<file path="config.mk">
export PLATFORM = sky130hd
export DESIGN_NAME = bch_double_error_corrector
export DESIGN_NICKNAME = d
export VERILOG_FILES = /design/src/design/bchdec_pkg.sv /design/src/design/bchdec_tables.sv /design/src/design/bchdec_syndrome.sv /design/src/design/bchdec_locator.sv /design/src/design/bchdec_chien.sv /design/src/design/bch_double_error_corrector.sv
export SDC_FILE = /design/constraint.sdc
export NUM_CORES = 2
export LEC_CHECK = 0
export BUFFER_PORTS_ARGS = -buffer_cell sky130_fd_sc_hd__buf_4
export CAP_MARGIN = 20
export CORE_MARGIN = 8
export CORE_UTILIZATION = 55
export DETAILED_ROUTE_END_ITERATION = 10
export PLACE_DENSITY_LB_ADDON = 0.08
export SKIP_LAST_GASP = 1
export SYNTH_ARGS = -nofsm -noshare
export SYNTH_HDL_FRONTEND = slang
export SYNTH_SLANG_ARGS = --single-unit
</file>
<file path="constraint.sdc">
create_clock -name clk -period 3.5 [get_ports clk]
set_input_delay 0.35 -clock clk [delete_from_list [all_inputs] [get_ports clk]]
set_output_delay 0.35 -clock clk [all_outputs]
set_load 0.02 [all_outputs]
</file>
<file path="src/design/bchdec_pkg.sv">
// ----------------------------------------------------------------------------
// bchdec_pkg
// shared constants and types of the double error correcting bch decoder
// ----------------------------------------------------------------------------
`default_nettype none

package bchdec_pkg;

  localparam int DEF_FIELD_BITS  = 5;
  localparam int DEF_CODE_LENGTH = 31;

  // field polynomial register
  localparam int                POLY_W     = 5;
  localparam logic [POLY_W-1:0] POLY_RESET = 5'd5;

  // word accept edge to the edge that takes its result, in clock edges
  localparam int PIPE_LATENCY = 9;

  // per-word decode status carried down the pipeline
  typedef struct packed {
    logic valid;
    logic any_nz;
    logic s1_nz;
    logic s2_nz;
    logic s3_nz;
    logic single;
    logic aux_nz;
  } bchdec_flags_t;

endpackage

`default_nettype wire

</file>
<file path="src/design/bchdec_tables.sv">
// ----------------------------------------------------------------------------
// bchdec_tables
// field polynomial register and antilog/log table builder sweep
// ----------------------------------------------------------------------------
`default_nettype none

module bchdec_tables import bchdec_pkg::*; #(
  parameter int FIELD_BITS  = DEF_FIELD_BITS,
  parameter int CODE_LENGTH = DEF_CODE_LENGTH
) (
  input  wire logic                             clk,
  input  wire logic                             rst_n,
  input  wire logic                             cfg_we,
  input  wire logic [POLY_W-1:0]                cfg_field_poly,
  output logic                                  ready,
  output logic [FIELD_BITS-1:0]                 exp_tbl [CODE_LENGTH],
  output logic                                  log_we,
  output logic [FIELD_BITS-1:0]                 log_waddr,
  output logic [$clog2(CODE_LENGTH)-1:0]        log_wdata,
  output logic                                  exp_we,
  output logic [$clog2(CODE_LENGTH)-1:0]        exp_waddr,
  output logic [FIELD_BITS-1:0]                 exp_wdata
);

  localparam int M  = FIELD_BITS;
  localparam int N  = CODE_LENGTH;
  localparam int NW = $clog2(CODE_LENGTH);
  localparam int FS = 1 << FIELD_BITS;

  typedef enum logic [2:0] {
    ST_CLEAR = 3'b001,
    ST_FILL  = 3'b010,
    ST_READY = 3'b100
  } tbl_state_t;

  tbl_state_t      state_r, state_nxt;
  logic [M-1:0]    cnt_r, cnt_nxt;
  logic [M-1:0]    lfsr_r, lfsr_nxt, lfsr_step;
  logic [POLY_W-1:0] poly_r;
  logic [M-1:0]    poly_m;
  logic [M-1:0]    exp_r [N];

  // bits of the register above the field width are ignored
  generate
    if (FIELD_BITS <= POLY_W) begin : g_poly_cut
      assign poly_m = poly_r[M-1:0];
    end else begin : g_poly_ext
      assign poly_m = {{(M-POLY_W){1'b0}}, poly_r};
    end
  endgenerate

  assign lfsr_step = {lfsr_r[M-2:0], 1'b0} ^ (lfsr_r[M-1] ? poly_m : '0);

  always_comb begin
    state_nxt = state_r;
    cnt_nxt   = cnt_r;
    lfsr_nxt  = lfsr_r;
    unique case (state_r)
      ST_CLEAR: begin
        cnt_nxt = cnt_r + M'(1);
        if (cnt_r == M'(FS - 1)) begin
          state_nxt = ST_FILL;
          cnt_nxt   = '0;
        end
      end
      ST_FILL: begin
        lfsr_nxt = lfsr_step;
        cnt_nxt  = cnt_r + M'(1);
        if (cnt_r == M'(N - 1)) begin
          state_nxt = ST_READY;
          cnt_nxt   = '0;
        end
      end
      ST_READY: begin
        state_nxt = ST_READY;
      end
      default: begin
        state_nxt = ST_CLEAR;
        cnt_nxt   = '0;
      end
    endcase
    // a new polynomial restarts the whole build
    if (cfg_we) begin
      state_nxt = ST_CLEAR;
      cnt_nxt   = '0;
      lfsr_nxt  = M'(1);
    end
  end

  always_ff @(posedge clk) begin
    if (!rst_n) begin
      state_r <= ST_CLEAR;
      cnt_r   <= '0;
      lfsr_r  <= M'(1);
      poly_r  <= POLY_RESET;
    end else begin
      state_r <= state_nxt;
      cnt_r   <= cnt_nxt;
      lfsr_r  <= lfsr_nxt;
      if (cfg_we) begin
        poly_r <= cfg_field_poly;
      end
    end
  end

  // clear pass writes zero logs, fill pass writes power i at log[alpha^i]
  assign log_we    = (state_r == ST_CLEAR) || (state_r == ST_FILL);
  assign log_waddr = (state_r == ST_CLEAR) ? cnt_r : lfsr_r;
  assign log_wdata = (state_r == ST_CLEAR) ? '0 : cnt_r[NW-1:0];
  assign exp_we    = (state_r == ST_FILL);
  assign exp_waddr = cnt_r[NW-1:0];
  assign exp_wdata = lfsr_r;

  always_ff @(posedge clk) begin
    if (exp_we) begin
      exp_r[exp_waddr] <= lfsr_r;
    end
  end

  assign exp_tbl = exp_r;
  assign ready   = (state_r == ST_READY);

endmodule

`default_nettype wire

</file>
<file path="src/design/bchdec_syndrome.sv">
// ----------------------------------------------------------------------------
// bchdec_syndrome
// input register and syndrome stage, s1..s4 as xor trees over the antilog table
// ----------------------------------------------------------------------------
`default_nettype none

module bchdec_syndrome import bchdec_pkg::*; #(
  parameter int FIELD_BITS  = DEF_FIELD_BITS,
  parameter int CODE_LENGTH = DEF_CODE_LENGTH
) (
  input  wire logic                   clk,
  input  wire logic                   rst_n,
  input  wire logic                   in_fire,
  input  wire logic [CODE_LENGTH-1:0] in_word,
  input  wire logic [FIELD_BITS-1:0]  exp_tbl [CODE_LENGTH],
  output logic                        syn_valid,
  output logic [CODE_LENGTH-1:0]      syn_word,
  output logic [FIELD_BITS-1:0]       syn [4]
);

  localparam int M = FIELD_BITS;
  localparam int N = CODE_LENGTH;

  logic         v0_r, v1_r;
  logic [N-1:0] w0_r, w1_r;
  logic [N-1:0] terms [4][M];
  logic [M-1:0] syn_nxt [4];
  logic [M-1:0] syn_r [4];

  always_ff @(posedge clk) begin
    if (!rst_n) begin
      v0_r <= 1'b0;
      v1_r <= 1'b0;
    end else begin
      v0_r <= in_fire;
      v1_r <= v0_r;
    end
  end

  always_ff @(posedge clk) begin
    w0_r <= in_word;
    w1_r <= w0_r;
    syn_r <= syn_nxt;
  end

  // syndrome k: xor of alpha^(k*j) over the set bits j
  genvar k, b, j;
  generate
    for (k = 0; k < 4; k++) begin : g_pow
      for (b = 0; b < M; b++) begin : g_bit
        for (j = 0; j < N; j++) begin : g_pos
          localparam int IDX = ((k + 1) * j) % N;
          assign terms[k][b][j] = w0_r[j] & exp_tbl[IDX][b];
        end
        assign syn_nxt[k][b] = ^terms[k][b];
      end
    end
  endgenerate

  assign syn_valid = v1_r;
  assign syn_word  = w1_r;
  assign syn       = syn_r;

endmodule

`default_nettype wire

</file>
<file path="src/design/bchdec_locator.sv">
// ----------------------------------------------------------------------------
// bchdec_locator
// log lookups, single error test and quadratic locator setup for the search
// ----------------------------------------------------------------------------
`default_nettype none

module bchdec_locator import bchdec_pkg::*; #(
  parameter int FIELD_BITS  = DEF_FIELD_BITS,
  parameter int CODE_LENGTH = DEF_CODE_LENGTH
) (
  input  wire logic                           clk,
  input  wire logic                           rst_n,
  input  wire logic                           syn_valid,
  input  wire logic [CODE_LENGTH-1:0]         syn_word,
  input  wire logic [FIELD_BITS-1:0]          syn [4],
  input  wire logic                           log_we,
  input  wire logic [FIELD_BITS-1:0]          log_waddr,
  input  wire logic [$clog2(CODE_LENGTH)-1:0] log_wdata,
  input  wire logic                           exp_we,
  input  wire logic [$clog2(CODE_LENGTH)-1:0] exp_waddr,
  input  wire logic [FIELD_BITS-1:0]          exp_wdata,
  output bchdec_flags_t                       loc_flags,
  output logic [CODE_LENGTH-1:0]              loc_word,
  output logic [$clog2(CODE_LENGTH)-1:0]      loc_l1,
  output logic [$clog2(CODE_LENGTH)-1:0]      loc_a,
  output logic [$clog2(CODE_LENGTH)-1:0]      loc_h
);

  localparam int M  = FIELD_BITS;
  localparam int N  = CODE_LENGTH;
  localparam int NW = $clog2(CODE_LENGTH);
  localparam int FS = 1 << FIELD_BITS;
  localparam logic [NW:0] NX = (NW + 1)'(CODE_LENGTH);

  // one copy per read site: s1, s2, s3, aux
  logic [NW-1:0] log_mem [4][FS];
  // one copy per read site: 3*log(s1), log(s3)
  logic [M-1:0]  exp_mem [2][N];

  bchdec_flags_t f2_r, f3_r, f4_r, f5_r;
  bchdec_flags_t f2_nxt, f3_nxt, f4_nxt;
  logic [N-1:0]  w2_r, w3_r, w4_r, w5_r;
  logic [NW-1:0] l1_r, ls2_r, ls3_r;
  logic [NW-1:0] l1_3_r, ls2_3_r, l1_4_r, ls2_4_r, l1_5_r;
  logic [M-1:0]  ec3_r, els3_r;
  logic [NW-1:0] la_r;
  logic [NW-1:0] a_r, h_r;

  logic [NW:0]   t2, t2m, t3;
  logic [NW-1:0] c3;
  logic [M-1:0]  aux;
  logic [NW:0]   d1, d2, b2, b2m, hsum;
  logic [NW-1:0] a_nxt, h_nxt;

  always_ff @(posedge clk) begin
    if (log_we) begin
      for (int c = 0; c < 4; c++) begin
        log_mem[c][log_waddr] <= log_wdata;
      end
    end
    if (exp_we) begin
      for (int c = 0; c < 2; c++) begin
        exp_mem[c][exp_waddr] <= exp_wdata;
      end
    end
    l1_r   <= log_mem[0][syn[0]];
    ls2_r  <= log_mem[1][syn[1]];
    ls3_r  <= log_mem[2][syn[2]];
    ec3_r  <= exp_mem[0][c3];
    els3_r <= exp_mem[1][ls3_r];
    la_r   <= log_mem[3][aux];
  end

  // stage 2 status
  always_comb begin
    f2_nxt        = '0;
    f2_nxt.valid  = syn_valid;
    f2_nxt.any_nz = |(syn[0] | syn[1] | syn[2] | syn[3]);
    f2_nxt.s1_nz  = |syn[0];
    f2_nxt.s2_nz  = |syn[1];
    f2_nxt.s3_nz  = |syn[2];
  end

  // 3*log(s1) mod n by two compare-subtracts
  assign t2  = {l1_r, 1'b0};
  assign t2m = (t2 >= NX) ? t2 - NX : t2;
  assign t3  = t2m + {1'b0, l1_r};
  assign c3  = (t3 >= NX) ? NW'(t3 - NX) : NW'(t3);

  always_comb begin
    f3_nxt        = f2_r;
    f3_nxt.single = f2_r.s3_nz && (ls3_r == c3);
  end

  // a = s1^3 + s3
  assign aux = ec3_r ^ (f3_r.s3_nz ? els3_r : '0);

  always_comb begin
    f4_nxt        = f3_r;
    f4_nxt.aux_nz = |aux;
  end

  // search start points: r1 = log(s2) - log(a), r2 = log(s1) - log(a)
  assign d1 = ({1'b0, ls2_4_r} >= {1'b0, la_r}) ?
              {1'b0, ls2_4_r} - {1'b0, la_r} : {1'b0, ls2_4_r} + NX - {1'b0, la_r};
  assign d2 = ({1'b0, l1_4_r} >= {1'b0, la_r}) ?
              {1'b0, l1_4_r} - {1'b0, la_r} : {1'b0, l1_4_r} + NX - {1'b0, la_r};
  assign a_nxt = (d1 == NX - (NW + 1)'(1)) ? '0 : NW'(d1 + (NW + 1)'(1));
  assign b2    = d2 + (NW + 1)'(2);
  assign b2m   = (b2 >= NX) ? b2 - NX : b2;
  // half of the even-step start, so the second term is a plain rotation
  assign hsum  = b2m[0] ? b2m + NX : b2m;
  assign h_nxt = NW'(hsum >> 1);

  always_ff @(posedge clk) begin
    if (!rst_n) begin
      f2_r <= '0;
      f3_r <= '0;
      f4_r <= '0;
      f5_r <= '0;
    end else begin
      f2_r <= f2_nxt;
      f3_r <= f3_nxt;
      f4_r <= f4_nxt;
      f5_r <= f4_r;
    end
  end

  always_ff @(posedge clk) begin
    w2_r    <= syn_word;
    w3_r    <= w2_r;
    w4_r    <= w3_r;
    w5_r    <= w4_r;
    l1_3_r  <= l1_r;
    ls2_3_r <= ls2_r;
    l1_4_r  <= l1_3_r;
    ls2_4_r <= ls2_3_r;
    l1_5_r  <= l1_4_r;
    a_r     <= a_nxt;
    h_r     <= h_nxt;
  end

  assign loc_flags = f5_r;
  assign loc_word  = w5_r;
  assign loc_l1    = l1_5_r;
  assign loc_a     = a_r;
  assign loc_h     = h_r;

endmodule

`default_nettype wire

</file>
<file path="src/design/bchdec_chien.sv">
// ----------------------------------------------------------------------------
// bchdec_chien
// parallel root search over all positions, two-root check and correction
// ----------------------------------------------------------------------------
`default_nettype none

module bchdec_chien import bchdec_pkg::*; #(
  parameter int FIELD_BITS  = DEF_FIELD_BITS,
  parameter int CODE_LENGTH = DEF_CODE_LENGTH
) (
  input  wire logic                           clk,
  input  wire logic                           rst_n,
  input  wire bchdec_flags_t                  loc_flags,
  input  wire logic [CODE_LENGTH-1:0]         loc_word,
  input  wire logic [$clog2(CODE_LENGTH)-1:0] loc_l1,
  input  wire logic [$clog2(CODE_LENGTH)-1:0] loc_a,
  input  wire logic [$clog2(CODE_LENGTH)-1:0] loc_h,
  input  wire logic [FIELD_BITS-1:0]          exp_tbl [CODE_LENGTH],
  output logic                                out_valid,
  output logic [CODE_LENGTH-1:0]              out_word,
  output logic                                out_bad
);

  localparam int M  = FIELD_BITS;
  localparam int N  = CODE_LENGTH;
  localparam int NW = $clog2(CODE_LENGTH);

  logic [M-1:0]  ra [NW+1][N];
  logic [M-1:0]  rb [NW+1][N];
  logic [N-1:0]  pm_nxt, sm_nxt;
  logic [N-1:0]  pm6_r, sm6_r, pm7_r, sm7_r, m1_r, w6_r, w7_r;
  bchdec_flags_t f6_r, f7_r;
  logic          two, bad;
  logic [N-1:0]  flip;
  logic          valid_r, bad_r;
  logic [N-1:0]  word_r;

  // rotate the antilog table by a and its even decimation by h
  genvar s, k;
  generate
    for (k = 0; k < N; k++) begin : g_base
      localparam int DEC = (2 * k) % N;
      assign ra[0][k] = exp_tbl[k];
      assign rb[0][k] = exp_tbl[DEC];
    end
    for (s = 0; s < NW; s++) begin : g_stage
      for (k = 0; k < N; k++) begin : g_lane
        localparam int SRC = (k + (1 << s)) % N;
        assign ra[s+1][k] = loc_a[s] ? ra[s][SRC] : ra[s][k];
        assign rb[s+1][k] = loc_h[s] ? rb[s][SRC] : rb[s][k];
      end
    end
    // step k+1 lands on bit (k+1) mod n
    for (k = 0; k < N; k++) begin : g_root
      localparam int DST = (k + 1) % N;
      assign pm_nxt[DST] = ((ra[NW][k] ^ rb[NW][k]) == M'(1));
    end
  endgenerate

  assign sm_nxt = N'(1) << loc_l1;

  // exactly two roots: one set bit left after clearing the lowest
  assign two  = (|m1_r) && ((m1_r & (m1_r - N'(1))) == '0);
  assign bad  = f7_r.any_nz &&
                (!f7_r.s1_nz || (!f7_r.single && (!f7_r.aux_nz || !f7_r.s2_nz || !two)));
  assign flip = (!f7_r.any_nz || bad) ? '0 : (f7_r.single ? sm7_r : pm7_r);

  always_ff @(posedge clk) begin
    if (!rst_n) begin
      f6_r    <= '0;
      f7_r    <= '0;
      valid_r <= 1'b0;
      bad_r   <= 1'b0;
    end else begin
      f6_r    <= loc_flags;
      f7_r    <= f6_r;
      valid_r <= f7_r.valid;
      bad_r   <= f7_r.valid && bad;
    end
  end

  always_ff @(posedge clk) begin
    pm6_r  <= pm_nxt;
    sm6_r  <= sm_nxt;
    w6_r   <= loc_word;
    pm7_r  <= pm6_r;
    sm7_r  <= sm6_r;
    m1_r   <= pm6_r & (pm6_r - N'(1));
    w7_r   <= w6_r;
    word_r <= w7_r ^ flip;
  end

  assign out_valid = valid_r;
  assign out_word  = word_r;
  assign out_bad   = bad_r;

endmodule

`default_nettype wire

</file>
<file path="src/design/bch_double_error_corrector.sv">
// ----------------------------------------------------------------------------
// bch_double_error_corrector
// double error correcting bch decoder, (31,21) over gf(32) by default
// ----------------------------------------------------------------------------
// usage
//   a word is taken at a rising edge with start high and busy low; one word
//   may follow in every cycle while busy is low, and the pipeline holds up
//   to nine words at once; every word gives exactly one result: out_valid
//   rises with out_corrected_word and out_uncorrectable as the word leaves
//   the correction stage; the receiver cannot hold results off and the
//   pipeline never stalls
//   throughput is one word per clock while busy is low, through the
//   nine-stage pipeline (input, syndromes, log reads, cube test, locator log,
//   search start, parallel root search, two-root count, correction)
//   cfg_we writes the field polynomial; the antilog and log tables are then
//   rebuilt from it by a sweep that clears the log table and then fills both
//   tables, during which busy is high and no word is taken
//   reset clears the register to its default and starts the same sweep, so
//   busy stays high after reset until the sweep ends; write config only
//   when the pipeline is empty
// ----------------------------------------------------------------------------
`default_nettype none

module bch_double_error_corrector import bchdec_pkg::*; #(
  parameter int FIELD_BITS  = DEF_FIELD_BITS,
  parameter int CODE_LENGTH = DEF_CODE_LENGTH
) (
  input  wire logic                   clk,
  input  wire logic                   rst_n,
  // command channel
  input  wire logic                   start,
  output logic                        busy,
  input  wire logic [CODE_LENGTH-1:0] in_received_word,
  // result channel
  output logic                        out_valid,
  output logic [CODE_LENGTH-1:0]      out_corrected_word,
  output logic                        out_uncorrectable,
  // configuration
  input  wire logic                   cfg_we,
  input  wire logic [POLY_W-1:0]      cfg_field_poly
);

  localparam int M  = FIELD_BITS;
  localparam int N  = CODE_LENGTH;
  localparam int NW = $clog2(CODE_LENGTH);

  logic          tbl_ready;
  logic          in_fire;
  logic [M-1:0]  exp_tbl [N];
  logic          log_we;
  logic [M-1:0]  log_waddr;
  logic [NW-1:0] log_wdata;
  logic          exp_we;
  logic [NW-1:0] exp_waddr;
  logic [M-1:0]  exp_wdata;

  logic          syn_valid;
  logic [N-1:0]  syn_word;
  logic [M-1:0]  syn [4];

  bchdec_flags_t loc_flags;
  logic [N-1:0]  loc_word;
  logic [NW-1:0] loc_l1, loc_a, loc_h;

  // no word is taken while the tables are being built or reset is held
  assign busy    = !tbl_ready || !rst_n;
  assign in_fire = start && !busy;

  // field register and table builder
  bchdec_tables #(
    .FIELD_BITS  (FIELD_BITS),
    .CODE_LENGTH (CODE_LENGTH)
  ) u_tables (
    .clk            (clk),
    .rst_n          (rst_n),
    .cfg_we         (cfg_we),
    .cfg_field_poly (cfg_field_poly),
    .ready          (tbl_ready),
    .exp_tbl        (exp_tbl),
    .log_we         (log_we),
    .log_waddr      (log_waddr),
    .log_wdata      (log_wdata),
    .exp_we         (exp_we),
    .exp_waddr      (exp_waddr),
    .exp_wdata      (exp_wdata)
  );

  // stages 0-1: capture and syndromes
  bchdec_syndrome #(
    .FIELD_BITS  (FIELD_BITS),
    .CODE_LENGTH (CODE_LENGTH)
  ) u_syndrome (
    .clk       (clk),
    .rst_n     (rst_n),
    .in_fire   (in_fire),
    .in_word   (in_received_word),
    .exp_tbl   (exp_tbl),
    .syn_valid (syn_valid),
    .syn_word  (syn_word),
    .syn       (syn)
  );

  // stages 2-5: logs, single error test, locator coefficients
  bchdec_locator #(
    .FIELD_BITS  (FIELD_BITS),
    .CODE_LENGTH (CODE_LENGTH)
  ) u_locator (
    .clk       (clk),
    .rst_n     (rst_n),
    .syn_valid (syn_valid),
    .syn_word  (syn_word),
    .syn       (syn),
    .log_we    (log_we),
    .log_waddr (log_waddr),
    .log_wdata (log_wdata),
    .exp_we    (exp_we),
    .exp_waddr (exp_waddr),
    .exp_wdata (exp_wdata),
    .loc_flags (loc_flags),
    .loc_word  (loc_word),
    .loc_l1    (loc_l1),
    .loc_a     (loc_a),
    .loc_h     (loc_h)
  );

  // stages 6-8: root search, root count, correction
  bchdec_chien #(
    .FIELD_BITS  (FIELD_BITS),
    .CODE_LENGTH (CODE_LENGTH)
  ) u_chien (
    .clk       (clk),
    .rst_n     (rst_n),
    .loc_flags (loc_flags),
    .loc_word  (loc_word),
    .loc_l1    (loc_l1),
    .loc_a     (loc_a),
    .loc_h     (loc_h),
    .exp_tbl   (exp_tbl),
    .out_valid (out_valid),
    .out_word  (out_corrected_word),
    .out_bad   (out_uncorrectable)
  );

endmodule

`default_nettype wire

</file>
==> flow_metrics.env <==
export IMPL_worst_pin_slew_ps=1230
export IMPL_die_y_um=349
export IMPL_ys_types=83
export IMPL_synth_common_cells="nand2_1 (1011), mux2i_1 (628), xnor2_1 (577), dfxtp_1 (575), mux4_2 (505)"
export IMPL_yosysWarnings=0
export IMPL_synth_top_area_share_pct=18.9
export IMPL_yosysTopAreaCell="dfxtp_1"
export IMPL_wl_met2_um=96100
export IMPL_critPathKind="flip-flop to flip-flop"
export IMPL_crit_path_end_kind="flip-flop"
export IMPL_cap_violations=0
export IMPL_start_util_pct=55.2
export IMPL_wl_per_cell_um=32.2
export IMPL_drc_errors=0
export IMPL_hold_end="u_tables.poly_m[2]"
export IMPL_cp_max_fo=15
export IMPL_grt_overflow=0
export IMPL_met3WireLength_um=39400
export IMPL_largest_reg_flops=160
export IMPL_ys_ff_latch=890
export IMPL_cts_tree="built"
export IMPL_cts_root_buf="clkbuf_16"
export IMPL_placementRows=122
export IMPL_rrSetupSlack_ps=200
export IMPL_min_delay_start="rst_n"
export IMPL_grt_util_all_layers_pct=38.3
export IMPL_max_slew_margin_pct=17.8
export IMPL_power_leakage_nw=26.4
export IMPL_drt_total_wl_um=242000
export IMPL_finalPower_mw=71.0
export IMPL_r2r_cells=13
export IMPL_final_max_slew_viol_count=0
export IMPL_die_width_um=349
export IMPL_rsz0062_at_grt="true"
export IMPL_hold_path_depth=2
export IMPL_core_sq_um=110000
export IMPL_antenna_found_initial=13
export IMPL_dieArea_sq_um=122000
export IMPL_synth_area_sq_um=60900
export IMPL_stdcell_count=7504
export IMPL_synth_edf_count=315
export IMPL_syn2layout_area_growth_pct=12.9
export IMPL_ctsHtreeMaxLevel=3
export IMPL_fin_nets=6001
export IMPL_io_buffer_count=73
export IMPL_hold_viol=0
export IMPL_yosysMostFrequentCell="nand2_1"
export IMPL_via_per_inst=6.71
export IMPL_synth_top_cells_by_area="dfxtp_1 (19%), mux4_2 (19%), edfxtp_1 (16%), mux2i_1 (10%), xnor2_1 (8.3%)"
export IMPL_multiInputGateArea_sq_um=37700
export IMPL_drtIter0Drc=8024
export IMPL_crit_required_ps=4090
export IMPL_clk_pin_slew_ps=70
export IMPL_fin_skew_ps=48.8
export IMPL_synth_cells=5825
export IMPL_cts_buffer_depth=3
export IMPL_setup_viol=0
export IMPL_synth_flop_cell="dfxtp_1"
export IMPL_hold_worst_slack_ps=51.9
export IMPL_cts_inserted_buffers=92
export IMPL_cp_start_kind="flip-flop"
export IMPL_cts_sinks=890
export IMPL_wl_met1_um=90200
export IMPL_cellPowerDensity_nw_per_um2=1030
export IMPL_arrival_ps=3890
export IMPL_gp_congestion=1.10
export IMPL_seq_area_frac_synth_pct=34.5
export IMPL_dpl_hpwl_um=183000
export IMPL_grt_pass1_vias=47500
export IMPL_dp_cells=7279
export IMPL_syn_num_nets=5898
export IMPL_clkLatencyLatePin_ps=730
export IMPL_largest_register="u_locator.log_mem"
export IMPL_min_period_over_period_pct=94.4
export IMPL_io_pins=74
export IMPL_syn_area_per_cell_sq_um=10.4
export IMPL_fmax_mhz=303
export IMPL_min_path_type="input pin to flip-flop"
export IMPL_reg2reg_from="u_locator.l1_r[0]"
export IMPL_grt_pass1_wl_um=340000
export IMPL_dr_pass1_iters=9
export IMPL_drive_gt1_share_pct=23.4
export IMPL_period_needed_ps=3300
export IMPL_vdd_ir_drop_max_mv=1.28
export IMPL_fin_util_pct=62.3
export IMPL_vias=50400
export IMPL_top_layer="met5"
export IMPL_ant_nets=0
export IMPL_r2r_end="u_locator.ec3_r[4]"
export IMPL_fillers=9017
export IMPL_seq_area_sq_um=21000
export IMPL_status="finished, final reports clean"
export IMPL_async_flop_share_pct=0
export IMPL_grt_max_degree=151
## how the worst max path moves through the flow
stage	to	startpoint	slack, ps
global placement	u_locator.loc_h[0]	u_locator.l1_4_r[0]	60
floorplan	u_locator.loc_h[0]	u_locator.la_r[1]	120
global route	u_locator.loc_h[4]	u_locator.la_r[0]	-10
detailed placement	u_locator.loc_h[4]	u_locator.la_r[0]	60
CTS	u_locator.loc_h[0]	u_locator.la_r[0]	30
finish	u_locator.ec3_r[4]	u_locator.l1_r[0]	200
## logic make-up (layout without fill, tap and decap cells)
group | Yosys count | count (layout) | share of synthesized area (%)
simple gates | 1520 | 1520 | 10.5
mux | 1312 | 1312 | 32.3
flops | 890 | 890 | 34.5
xor+xnor | 820 | 820 | 11.8
compound gates | 647 | 647 | 6.40
buf+inv | 600 | 781 | 3.74
fa+ha+maj | 36 | 36 | 0.789
other cells | 0 | 10 | 0
## critical path: stages (launching register included)
cell	delay [ps]
dfxtp_2	350
ha_1	240
fa_1	490
ha_1	230
and2_1	170
nand3_2	140
buf_4	230
mux2i_1	210
buf_4	210
mux4_2	510
nand2_1	80
nand3_1	80
a21oi_1	170
a31oi_1	50
## layer usage
| metal | up-vias | global-route usage [%] |
|---|---|---|
| met5 | - | 0.320 |
| met4 | 20 | 19.7 |
| met3 | 953 | 18.7 |
| met2 | 3941 | 52.4 |
| met1 | 24300 | 49.9 |
| li1 | 21200 | - |
## power breakdown
part | switching [mW] | total [mW] | leakage [nW] | internal, mW
Combinational | 27.0 | 47.1 | 16.9 | 20.1
Clock | 4.42 | 10.1 | 1.56 | 5.70
Sequential | 2.05 | 13.8 | 7.98 | 11.7
## final cells by class
type	instances	area share, %
clock inverters	46	0.852
inverters	54	0.302
repair buffers	555	6.79
multi-input cells	4335	54.9
clock buffers	126	3.79
well taps	1488	2.71
flip-flops and latches	890	30.6
diodes	10	0.0364
## cell usage in the layout, fill, tap and decap left out, types with 15 or more instances in the layout
cell type      netlist  final
or3_1               15     15
clkbuf_1           429     18
edfxtp_1           315    315
buf_12               0     31
clkinv_2             0     17
nand2b_1            19     19
dfxtp_1            575    554
inv_1               53     52
mux2_2             179    179
ha_1                28     27
mux4_2             505    505
and2_1              48     48
o21ai_0            342    340
buf_4                0    481
nand2_1           1011   1011
nand4_1             42     42
nor3_1              28     28
dlygate4sd3_1        0     42
nor2_1             244    242
a21oi_1             78     75
o22ai_1             22     22
a22oi_1             18     18
o211ai_1            21     21
xor2_1             243    241
mux2i_1            628    627
nand3_1             40     40
xnor2_1            577    575
and3_1              16     16
a31oi_1             23     23
clkbuf_16            0     94
## metrics by stage
step                      setup TNS, ps  cell area (sq um)  worst slack, ps
after detailed placement              0              65000             55.4
after global placement                0              65000             64.5
after global routing              -11.0              68700            -11.0
final                                 0              68700              196
after CTS                             0              68600             31.9
after floorplan                       0              60900              117
## what timing repair did
action | CTS | global route
hold buffers | 42 | 0
setup buffers | 0 | 0
endpoints found under the setup margin | 0 | 14
gates resized for setup | 0 | 12
endpoints found under the hold margin | 37 | 0
No activity file was read; power rests on OpenSTA's default activity.
